[config.mk]
export PLATFORM = sky130hd
export DESIGN_NAME = url_percent_decoder_core
export DESIGN_NICKNAME = d
export VERILOG_FILES = /design/src/hdl/upd_pkg.sv /design/src/hdl/url_percent_decoder_core.sv /design/src/hdl/upd_front.sv /design/src/hdl/upd_queue.sv /design/src/hdl/upd_back.sv
export SDC_FILE = /design/constraint.sdc
export NUM_CORES = 1
export LEC_CHECK = 0
export ABC_AREA = 1
export BUFFER_PORTS_ARGS = -buffer_cell sky130_fd_sc_hd__buf_2
export CORE_ASPECT_RATIO = 0.5
export CORE_MARGIN = 5
export CORE_UTILIZATION = 54
export DETAILED_ROUTE_END_ITERATION = 7
export PLACE_DENSITY = 0.79
export SLEW_MARGIN = 30
export SYNTH_ARGS = -nofsm -noshare
export SYNTH_HDL_FRONTEND = slang
export SYNTH_HIERARCHICAL = 1
export SYNTH_SLANG_ARGS = --single-unit
[constraint.sdc]
create_clock -name clk_i -period 2.95 [get_ports clk_i]
set_clock_uncertainty 0.1 [all_clocks]
set_input_delay 0.59 -clock clk_i [delete_from_list [all_inputs] [get_ports clk_i]]
set_output_delay 0.59 -clock clk_i [all_outputs]
set_load 0.01 [all_outputs]
[src/hdl/upd_pkg.sv]
// Shared types and constants of the URL percent decoder.
// No dependencies; the front end, queue, back end, top level and bench refer to it by scoped names.
`timescale 1ns / 1ps

package upd_pkg;

  localparam int COUNT_BITS  = 12;
  localparam int LIMIT_BITS  = 13;
  localparam int BOUND_BITS  = (COUNT_BITS > LIMIT_BITS) ? COUNT_BITS : LIMIT_BITS;
  localparam int QUEUE_DEPTH = 4;
  localparam int QPTR_BITS   = $clog2(QUEUE_DEPTH);
  localparam int QCNT_BITS   = $clog2(QUEUE_DEPTH + 1);
  localparam int ADDR_BITS   = 3;

  localparam logic [LIMIT_BITS-1:0] LIMIT_RESET = 13'd2048;
  localparam logic [0:0]            REG_OUT_LIMIT = 1'b0;

  localparam logic [7:0] CH_PLUS  = 8'h2B;
  localparam logic [7:0] CH_PCT   = 8'h25;
  localparam logic [7:0] CH_SPACE = 8'h20;
  localparam logic [7:0] CH_ZERO  = 8'h30;
  localparam logic [7:0] CH_NINE  = 8'h39;
  localparam logic [7:0] CH_UP_A  = 8'h41;
  localparam logic [7:0] CH_UP_F  = 8'h46;
  localparam logic [7:0] CH_LO_A  = 8'h61;
  localparam logic [7:0] CH_LO_F  = 8'h66;
  localparam logic [3:0] HEX_TEN  = 4'd10;

  // Decoded bytes released by one item, plus an optional terminator.
  typedef struct packed {
    logic [1:0]      n;
    logic [2:0][7:0] data;
    logic            term;
  } bundle_t;

endpackage

[src/hdl/url_percent_decoder_core.sv]
// Top level of the URL percent decoder: APB register, front end, queue, back end.
// Depends on upd_pkg, upd_front, upd_queue, upd_back.
//
// Usage: at most one encoded character per input item (in_byte_i, carries_byte_i,
// string_end_i) on a valid/stall channel; decoded bytes and a closing
// terminator (is_terminator_o, was_truncated_o) leave on a second
// valid/stall channel. An item is taken at an edge with valid high and
// stall low on its channel.
// The first result of an item passes through the bundle queue and then the
// output register. Throughput: one item per cycle while the queue has room;
// the back end handles each result and each byte dropped by the limit in turn,
// so items that release several bytes fill the four-entry bundle queue and
// in_stall_o rises when it is full.
// A stalled result holds in the output register; the back end then pauses
// and the queue absorbs further items.
// Reset clears the escape state, counters, queue and output register and
// loads out_limit with 2048. Write out_limit (byte address 0) only between
// strings while the block is idle.
`timescale 1ns / 1ps

module url_percent_decoder_core (
  input  logic                          clk_i,
  input  logic                          rst_ni,
  // APB configuration port
  input  logic                          psel,
  input  logic                          penable,
  input  logic                          pwrite,
  input  logic [upd_pkg::ADDR_BITS-1:0] paddr,
  input  logic [31:0]                   pwdata,
  output logic [31:0]                   prdata,
  output logic                          pready,
  // input channel
  input  logic                          in_valid_i,
  output logic                          in_stall_o,
  input  logic [7:0]                    in_byte_i,
  input  logic                          carries_byte_i,
  input  logic                          string_end_i,
  // output channel
  output logic                          out_valid_o,
  input  logic                          out_stall_i,
  output logic [7:0]                    out_byte_o,
  output logic                          is_terminator_o,
  output logic                          was_truncated_o
);

  logic [upd_pkg::LIMIT_BITS-1:0] out_limit_q;
  logic             reg_sel;
  logic             push, pop, q_empty, q_full;
  upd_pkg::bundle_t push_bundle, head_bundle;

  // Register index lives in paddr[2]; only index 0 exists.
  assign reg_sel = (paddr[2] == upd_pkg::REG_OUT_LIMIT);
  assign pready  = 1'b1;
  assign prdata  = reg_sel ? {{(32 - upd_pkg::LIMIT_BITS){1'b0}}, out_limit_q} : 32'd0;

  always_ff @(posedge clk_i or negedge rst_ni) begin
    if (!rst_ni) begin
      out_limit_q <= upd_pkg::LIMIT_RESET;
    end else if (psel && penable && pwrite && reg_sel) begin
      out_limit_q <= pwdata[upd_pkg::LIMIT_BITS-1:0];
    end
  end

  // Front end: decode characters, hand bundles to the queue.
  upd_front u_front (
    .clk_i          (clk_i),
    .rst_ni         (rst_ni),
    .in_valid_i     (in_valid_i),
    .in_byte_i      (in_byte_i),
    .carries_byte_i (carries_byte_i),
    .string_end_i   (string_end_i),
    .q_full_i       (q_full),
    .in_stall_o     (in_stall_o),
    .push_o         (push),
    .bundle_o       (push_bundle)
  );

  // Decouple the two ends so each can stall on its own.
  upd_queue u_queue (
    .clk_i       (clk_i),
    .rst_ni      (rst_ni),
    .push_i      (push),
    .push_data_i (push_bundle),
    .pop_i       (pop),
    .head_o      (head_bundle),
    .empty_o     (q_empty),
    .full_o      (q_full)
  );

  // Back end: limit bytes, emit results through the output register.
  upd_back u_back (
    .clk_i           (clk_i),
    .rst_ni          (rst_ni),
    .out_limit_i     (out_limit_q),
    .head_i          (head_bundle),
    .empty_i         (q_empty),
    .pop_o           (pop),
    .out_valid_o     (out_valid_o),
    .out_stall_i     (out_stall_i),
    .out_byte_o      (out_byte_o),
    .is_terminator_o (is_terminator_o),
    .was_truncated_o (was_truncated_o)
  );

endmodule

[src/hdl/upd_front.sv]
// Front end: accepts input items, tracks escape state, builds result bundles.
// Depends on upd_pkg.
`timescale 1ns / 1ps

module upd_front (
  input  logic              clk_i,
  input  logic              rst_ni,
  input  logic              in_valid_i,
  input  logic [7:0]        in_byte_i,
  input  logic              carries_byte_i,
  input  logic              string_end_i,
  input  logic              q_full_i,
  output logic              in_stall_o,
  output logic              push_o,
  output upd_pkg::bundle_t  bundle_o
);

  logic [1:0] held_q, held_d;
  logic [7:0] digit_q, digit_d;
  logic       closed_q, closed_d;
  logic       accept;
  logic [4:0] hx_c, hx_d;
  logic       plain_pct;
  logic [7:0] plain_byte;
  upd_pkg::bundle_t bd;

  // {valid, value} of a hex digit character
  function automatic logic [4:0] hex_fn(logic [7:0] c);
    logic [4:0] r;
    r = 5'd0;
    if (c >= upd_pkg::CH_ZERO && c <= upd_pkg::CH_NINE) begin
      r = {1'b1, c[3:0]};
    end else if ((c >= upd_pkg::CH_LO_A && c <= upd_pkg::CH_LO_F) ||
                 (c >= upd_pkg::CH_UP_A && c <= upd_pkg::CH_UP_F)) begin
      r = {1'b1, c[3:0] + (upd_pkg::HEX_TEN - 4'd1)};
    end
    return r;
  endfunction

  function automatic upd_pkg::bundle_t add_byte(upd_pkg::bundle_t b, logic [7:0] v);
    upd_pkg::bundle_t r;
    r = b;
    r.data[b.n] = v;
    r.n = b.n + 2'd1;
    return r;
  endfunction

  assign in_stall_o = q_full_i;
  assign accept     = in_valid_i && !q_full_i;
  assign hx_c       = hex_fn(in_byte_i);
  assign hx_d       = hex_fn(digit_q);
  assign plain_pct  = (in_byte_i == upd_pkg::CH_PCT);
  assign plain_byte = (in_byte_i == upd_pkg::CH_PLUS) ? upd_pkg::CH_SPACE : in_byte_i;

  always_comb begin
    held_d   = held_q;
    digit_d  = digit_q;
    closed_d = closed_q;
    bd       = '0;
    if (carries_byte_i && !closed_q) begin
      if (in_byte_i == 8'd0) begin
        if (held_q != 2'd0) bd = add_byte(bd, upd_pkg::CH_PCT);
        if (held_q == 2'd2) bd = add_byte(bd, digit_q);
        held_d   = 2'd0;
        closed_d = 1'b1;
      end else if (held_q == 2'd1) begin
        if (plain_pct) begin
          bd = add_byte(bd, upd_pkg::CH_PCT);
        end else if (hx_c[4]) begin
          held_d  = 2'd2;
          digit_d = in_byte_i;
        end else begin
          bd     = add_byte(bd, upd_pkg::CH_PCT);
          held_d = 2'd0;
          bd     = add_byte(bd, plain_byte);
        end
      end else if (held_q == 2'd2) begin
        held_d = 2'd0;
        if (hx_c[4]) begin
          bd = add_byte(bd, {hx_d[3:0], hx_c[3:0]});
        end else begin
          bd = add_byte(bd, upd_pkg::CH_PCT);
          bd = add_byte(bd, digit_q);
          if (plain_pct) held_d = 2'd1;
          else bd = add_byte(bd, plain_byte);
        end
      end else begin
        if (plain_pct) held_d = 2'd1;
        else bd = add_byte(bd, plain_byte);
      end
    end
    if (string_end_i) begin
      // flush whatever is still held, then close the string
      if (!closed_d) begin
        if (held_d != 2'd0) bd = add_byte(bd, upd_pkg::CH_PCT);
        if (held_d == 2'd2) bd = add_byte(bd, digit_d);
      end
      bd.term  = 1'b1;
      held_d   = 2'd0;
      digit_d  = 8'd0;
      closed_d = 1'b0;
    end
  end

  assign push_o   = accept && (bd.term || (bd.n != 2'd0));
  assign bundle_o = bd;

  always_ff @(posedge clk_i or negedge rst_ni) begin
    if (!rst_ni) begin
      held_q   <= 2'd0;
      digit_q  <= 8'd0;
      closed_q <= 1'b0;
    end else if (accept) begin
      held_q   <= held_d;
      digit_q  <= digit_d;
      closed_q <= closed_d;
    end
  end

endmodule

[src/hdl/upd_queue.sv]
// Short bundle queue between front and back end.
// Depends on upd_pkg.
`timescale 1ns / 1ps

module upd_queue (
  input  logic              clk_i,
  input  logic              rst_ni,
  input  logic              push_i,
  input  upd_pkg::bundle_t  push_data_i,
  input  logic              pop_i,
  output upd_pkg::bundle_t  head_o,
  output logic              empty_o,
  output logic              full_o
);

  upd_pkg::bundle_t mem_q [upd_pkg::QUEUE_DEPTH];
  logic [upd_pkg::QPTR_BITS-1:0] wr_q, rd_q;
  logic [upd_pkg::QCNT_BITS-1:0] cnt_q;

  assign empty_o = (cnt_q == '0);
  assign full_o  = (cnt_q == upd_pkg::QCNT_BITS'(upd_pkg::QUEUE_DEPTH));
  assign head_o  = mem_q[rd_q];

  always_ff @(posedge clk_i) begin
    if (push_i) mem_q[wr_q] <= push_data_i;
  end

  always_ff @(posedge clk_i or negedge rst_ni) begin
    if (!rst_ni) begin
      wr_q  <= '0;
      rd_q  <= '0;
      cnt_q <= '0;
    end else begin
      if (push_i) wr_q <= wr_q + 1'b1;
      if (pop_i)  rd_q <= rd_q + 1'b1;
      unique case ({push_i, pop_i})
        2'b10:   cnt_q <= cnt_q + 1'b1;
        2'b01:   cnt_q <= cnt_q - 1'b1;
        default: cnt_q <= cnt_q;
      endcase
    end
  end

endmodule

[src/hdl/upd_back.sv]
// Back end: walks each bundle one result a cycle unless the output stalls, applies the output limit.
// Depends on upd_pkg.
`timescale 1ns / 1ps

module upd_back (
  input  logic                           clk_i,
  input  logic                           rst_ni,
  input  logic [upd_pkg::LIMIT_BITS-1:0] out_limit_i,
  input  upd_pkg::bundle_t               head_i,
  input  logic                           empty_i,
  output logic                           pop_o,
  output logic                           out_valid_o,
  input  logic                           out_stall_i,
  output logic [7:0]                     out_byte_o,
  output logic                           is_terminator_o,
  output logic                           was_truncated_o
);

  localparam int CB = upd_pkg::COUNT_BITS;
  localparam int BW = upd_pkg::BOUND_BITS;

  logic [CB-1:0] bound_q, bound_d;
  logic [CB-1:0] count_q;
  logic          hit_q;
  logic [1:0]    idx_q;
  logic          valid_q;
  logic [7:0]    byte_q;
  logic          term_q, trunc_q;

  logic [BW-1:0] lim_m1, top;
  logic          step, is_data, last, room;
  logic [2:0]    nxt, total;

  // data byte bound: max(limit,1)-1, saturated at the counter range
  assign top     = BW'({CB{1'b1}});
  assign lim_m1  = (out_limit_i == '0) ? '0 : (BW'(out_limit_i) - 1'b1);
  assign bound_d = (lim_m1 > top) ? top[CB-1:0] : lim_m1[CB-1:0];

  assign step    = !empty_i && (!valid_q || !out_stall_i);
  assign is_data = ({1'b0, idx_q} < {1'b0, head_i.n});
  assign nxt     = {1'b0, idx_q} + 3'd1;
  assign total   = {1'b0, head_i.n} + {2'b00, head_i.term};
  assign last    = (nxt == total);
  assign room    = (count_q < bound_q);
  assign pop_o   = step && last;

  always_ff @(posedge clk_i) begin
    bound_q <= bound_d;
  end

  always_ff @(posedge clk_i or negedge rst_ni) begin
    if (!rst_ni) begin
      count_q <= '0;
      hit_q   <= 1'b0;
      idx_q   <= 2'd0;
      valid_q <= 1'b0;
    end else begin
      if (step) begin
        idx_q <= last ? 2'd0 : nxt[1:0];
        if (is_data) begin
          // a dropped byte leaves the output register empty
          valid_q <= room;
          if (room) begin
            count_q <= count_q + 1'b1;
          end else begin
            hit_q <= 1'b1;
          end
        end else begin
          valid_q <= 1'b1;
          count_q <= '0;
          hit_q   <= 1'b0;
        end
      end else if (valid_q && !out_stall_i) begin
        valid_q <= 1'b0;
      end
    end
  end

  always_ff @(posedge clk_i) begin
    if (step) begin
      byte_q  <= is_data ? head_i.data[idx_q] : 8'd0;
      term_q  <= !is_data;
      trunc_q <= !is_data && hit_q;
    end
  end

  assign out_valid_o     = valid_q;
  assign out_byte_o      = byte_q;
  assign is_terminator_o = term_q;
  assign was_truncated_o = trunc_q;

endmodule

# Word-level counts from Yosys, hierarchy flattened
# Memory sizes are Yosys's and may differ from the RTL's.
# Index checks and enable logic that the tools add are counted.
dict set report totals {
  elab_cells 171
  n_memories 1
  out_inout_bits 45
  reg_bits 69
  ram_bits 108
  in_bits 52
}
# name depth word_bits read_ports rd_clocked_by_memory_dff write_ports line
set memory_table {}
lappend memory_table {u_queue.mem_q 4 27 1 0 1 upd_queue.sv:16} ;# upd_pkg::bundle_t mem_q [upd_pkg::QUEUE_DEPTH];
dict set report classes {
  order_cmp 22
  n_reduce_logical 39
  eq_ne 11
  bitwise 4
  n_mux 66
  n_addsub 13
}
# op n
set op_table {}
lappend op_table {{2-to-1 mux 27 bit} 16}
lappend op_table {{2-to-1 mux 8 bit} 11}
lappend op_table {{2-to-1 mux 26 bit} 3}
lappend op_table {{bitwise mux 24 bit} 2}
lappend op_table {{demux 8 bit (select 2 bit)} 3}
lappend op_table {{>= comparator 8 x 7 -> 1 bit, second input constant} 4}
lappend op_table {{<= comparator 8 x 7 -> 1 bit, second input constant} 4}
lappend op_table {{2-to-1 mux 13 bit} 2}
lappend op_table {{2-to-1 mux 12 bit} 2}
lappend op_table {{2-to-1 mux 2 bit} 10}
lappend op_table {{logical AND 1 bit} 19}
lappend op_table {{binary-select mux 8 bit (select 2 bit)} 1}
lappend op_table {{== test 8 x 6 -> 1 bit, second input constant} 2}
lappend op_table {{>= comparator 8 x 6 -> 1 bit, second input constant} 2}
lappend op_table {{<= comparator 8 x 6 -> 1 bit, second input constant} 2}
lappend op_table {{AND 15 bit} 1}
lappend op_table {{inverter 15 bit} 1}
lappend op_table {{greater-than comparator 13 x 12 -> 1 bit, second input constant} 1}
lappend op_table {{zero test 13 bit} 1}
lappend op_table {{subtractor 13 x 1 -> 13 bit, second input constant} 1}
lappend op_table {{adder 12 x 1 -> 12 bit, second input constant} 1}
lappend op_table {{< comparator 12 bit} 1}
lappend op_table {{< comparator 2 x 3 -> 1 bit, second input constant} 4}
lappend op_table {{2-to-1 mux 1 bit} 11}
lappend op_table {{24 further kinds} 50}

# Depth between registers and ports, before layout
dict set report logic_depth {
  ltp_word 34
  ltp_mapped 23
  depth_no_buf 22
}

# Modules after synthesis
# Netlist, hierarchy kept.
# module cells_each area_each_um2 seq_area_each_um2 instances
set modules_own_cells {}
lappend modules_own_cells {upd_queue 363 4742.0 3418.3 1}
lappend modules_own_cells {upd_back 351 2610.0 940.9 1}
lappend modules_own_cells {upd_front 346 2118.3 275.3 1}
lappend modules_own_cells {url_percent_decoder_core 109 802.0 326.6 1}

# Least setup slack after synthesis
# OpenSTA, ideal clock, no wires.
dict set report synth_timing {
  path_type {in2reg}
  start {input port in_byte_i[1]}
  end {memory u_queue/mem_q[0][7] (netlist bit) (data pin)}
  n_path_buf 1
  path_slack_ns -0.156
  required_time_ns 2.579
  setup_time_ns 0.271
  arrival_time_ns 2.735
  cell_stages 20
  cell_sequence {inv_1 -> ha_1 -> inv_1 -> nor3_2 -> nand2_1 -> buf_6 -> nand3_2 -> o211ai_2 -> nor2_4 -> inv_1 -> ha_1 -> nand2_1 -> nand2_1 -> inv_1 -> ha_1 -> nand2_8 -> nand2_4 -> nand2_4 -> nand2_1 -> o21ai_1}
}
# element line
set synth_rtl {}
lappend synth_rtl {{start: declaration} url_percent_decoder_core.sv:35} ;# input logic [7:0] in_byte_i,
lappend synth_rtl {{end: declaration} upd_queue.sv:16}

==> impl_metrics.json <==
{
  "ios": 97,
  "p_sw_share_pct": 37.3,
  "yosys.area.top_type": "edfxtp_1",
  "clock_latency_ps": 430,
  "start_util_pct": 55.5,
  "synthSimpleGateAreaFrac_pct": 24.8,
  "wire_per_inst_um": 15.5,
  "setup_viol": 0,
  "rsz0062_at_grt": "yes",
  "finalMaxSlewViolations": 0,
  "core_area_sq_um": 18500,
  "synth_xor_area_share_pct": 1.36,
  "crit_type": "reg2reg",
  "die_x_um": 205,
  "final_common_cell": "nand2_1",
  "synthCells": 1169,
  "post_dp_cell_area_sq_um": 11100,
  "antenna_found_initial": 0,
  "grt_max_degree": 63,
  "worst-path-max-fanout": 6,
  "grt_use_total_pct": 22.4,
  "final_cell_mix": "nand2_1 (288), inv_1 (145), edfxtp_1 (118)",
  "die_area_sq_um": 22000,
  "gp_congestion": 0.920,
  "fillerInstances": 1483,
  "vias_per_cell": 5.28,
  "yosys_warnings": 6,
  "pwr_density_cell_nw_per_um2": 793,
  "p_sw_uw": 3510,
  "netlist_area_sq_um": 10300,
  "internal_power_uw": 5890,
  "clkSinkCount": 177,
  "grt_overflow": 0,
  "hp-class": "in2async",
  "area_growth_pct": 15.4,
  "final.period_utilization_pct": 97.8,
  "synth_top_family_by_area": "simple AND/OR/NAND/NOR gates",
  "status": "complete, no violations",
  "pre_cts_ws_ps": -260,
  "total_power_uw": 9400,
  "synthTopCellsByArea": "edfxtp_1 (34%), dfrtp_1 (11%), nand2_1 (11%), inv_1 (5.5%), ha_1 (4.4%)",
  "clkPwrFrac_pct": 25.4,
  "cts_tree": "yes",
  "crit_required_ps": 3210,
  "h-tree-depth": 4,
  "synthAdderAreaFrac_pct": 4.58,
  "drt-total-wl_um": 23900,
  "critPathCaptureType": "register",
  "ys_seq_elements": 177,
  "synthArstFlopShare_pct": 26.6,
  "synth-edff-count": 118,
  "row_count": 35,
  "slew_headroom_pct": 57.6,
  "multi_input_area_sq_um": 4350,
  "start_kind": "register",
  "cts-root-buf": "clkbuf_16",
  "hold_buffers": 0,
  "grt_pass1_vias": 7826,
  "layout.cells.non_filler": 1549,
  "postSynthAreaPerCell_sq_um": 8.79,
  "cts_buffers": 17,
  "maxCapViolCount": 0,
  "synth_top_area_share_pct": 34.5,
  "cts_buffer_depth": 2,
  "fmax_mhz": 347,
  "layout-drive-gt1-share_pct": 22.9,
  "regArea_sq_um": 4960,
  "vias": 8175,
  "ys_types": 48,
  "p_comb_share_pct": 37.8,
  "worst_slack_ps": 65.2,
  "grt_pass1_wl_um": 39200,
  "dp_hpwl_um": 17100,
  "dp.cells": 1509,
  "finalCriticalPeriod_ps": 2880,
  "clkTransAtPathRegs_ps": 70,
  "synth_compound_area_share_pct": 9.81,
  "worst_pin_slew_ps": 635,
  "vdd_drop_max_mv": 0.523,
  "synthFlopType": "edfxtp_1",
  "utilization_pct": 64.0,
  "port_buffers": 55,
  "drc": 0,
  "p_leak_uw": 0.00553,
  "ant_nets": 0,
  "fin_nets": 1365,
  "fin_area_sq_um": 11900,
  "die_h_um": 108,
  "finalHoldViolations": 0,
  "drt_iter0_markers": 600,
  "synth_mux_area_share_pct": 0,
  "critical_path_arrival_ps": 3150,
  "drt_pre_antenna_iters": 5,
  "ys_seq_area_share_pct": 48.3,
  "seqPwrFrac_pct": 36.7
}
-- flip-flops by register name (all words and copies together), names as in the netlist --
signal                  flops
u_queue/cnt_q               3
u_front/closed_q            1
out_limit_q                13
u_back/count_q             12
u_back/bound_q             12
u_back/idx_q                2
u_queue/mem_q             108
u_back/hit_q                1
u_front/held_q              2
u_back/out_byte_o           8
u_back/is_terminator_o      1
u_queue/rd_q                2
u_front/digit_q             8
u_queue/wr_q                2
u_back/out_valid_o          1
u_back/was_truncated_o      1
-- synth_stat cells, drive strengths merged (2+ instances only) --
| master | instances |
|---|---|
| edfxtp | 118 |
| buf | 58 |
| dfrtp | 46 |
| xnor2 | 6 |
| ha | 36 |
| xor2 | 10 |
| inv | 175 |
| nor3 | 12 |
| nor2 | 98 |
| nand4 | 10 |
| o22ai | 19 |
| or2 | 5 |
| dfxtp | 12 |
| nand3 | 95 |
| clkbuf | 4 |
| o21ai | 46 |
| nand2 | 326 |
| o211ai | 58 |
| a21oi | 24 |
| conb | 2 |
-- timing repair --
item,4_1_cts,5_1_grt
setup buffers,0,7
endpoints found under the setup margin,2,30
resized for setup,1,21
pin swaps,0,13
-- cell type report --
class,instances,share of cell area (%)
clock inverters,15,1.66
multi-input cells,772,36.7
inverters,176,5.68
diodes,1,0.0211
well taps,259,2.73
flip-flops and latches,177,41.8
repair buffers,132,7.82
clock buffers,17,3.59
-- stage by stage --
stage	hold slack, ps	TNS, ps
floorplan	194	0
global placement	372	-18670
detailed placement	382	-33240
CTS	40.4	0
global route	60.6	-70.7
finish	40.1	0
-- power by group through the flow --
stage / combinational [uW] / clock (uW) / sequential (uW)
floorplan: 2470 / 0 / 3470
global placement: 3110 / 0 / 3490
detailed placement: 3250 / 0 / 3510
CTS: 3290 / 2430 / 3460
global route: 3990 / 2550 / 3500
finish: 3560 / 2390 / 3450
-- critical path, cell delays in order (launching register included) --
cell,delay (ps)
dfrtp_2,470
buf_6,140
o211ai_1,150
nand2_1,110
ha_2,210
ha_4,270
xnor2_2,100
nand3_1,120
nor2_2,180
ha_2,220
inv_2,60
fa_2,380
nand2_2,90
buf_4,110
nand4_1,80
nand2_1,60
-- worst paths after layout --
path	from	endpoint	slack, ps	cells past startpoint
setup / recovery	u_queue/rd_q[0]	u_queue/cnt_q[2]	70	15
hold / removal	rst_ni	u_front/held_q[1]	40	1
setup reg to reg	u_queue/rd_q[0]	u_queue/cnt_q[2]	70	15
hold reg to reg	out_limit_q[11]	out_limit_q[11]	400	2
max in group asynchronous	rst_ni	out_limit_q[11]	2020	2
min in group clk_i	pwdata[3]	out_limit_q[3]	290	3
-- logic make-up (layout without fill, tap and decap cells) --
group           Yosys count  count (layout)
other cells               2              21
compound gates          151             151
xor+xnor                 16              16
simple gates            548             548
buf+inv                 238             340
fa+ha+maj                37              37
flops                   177             177
-- metal layers --
layer	track usage (%)	vias to the layer above	wire length, um
met5	0	-	0
met4	5.54	0	292
met3	4.73	29	1500
met2	39.3	248	11900
met1	28.7	3883	10200
li1	-	4015	-
Power figures use the tool's default switching activity.
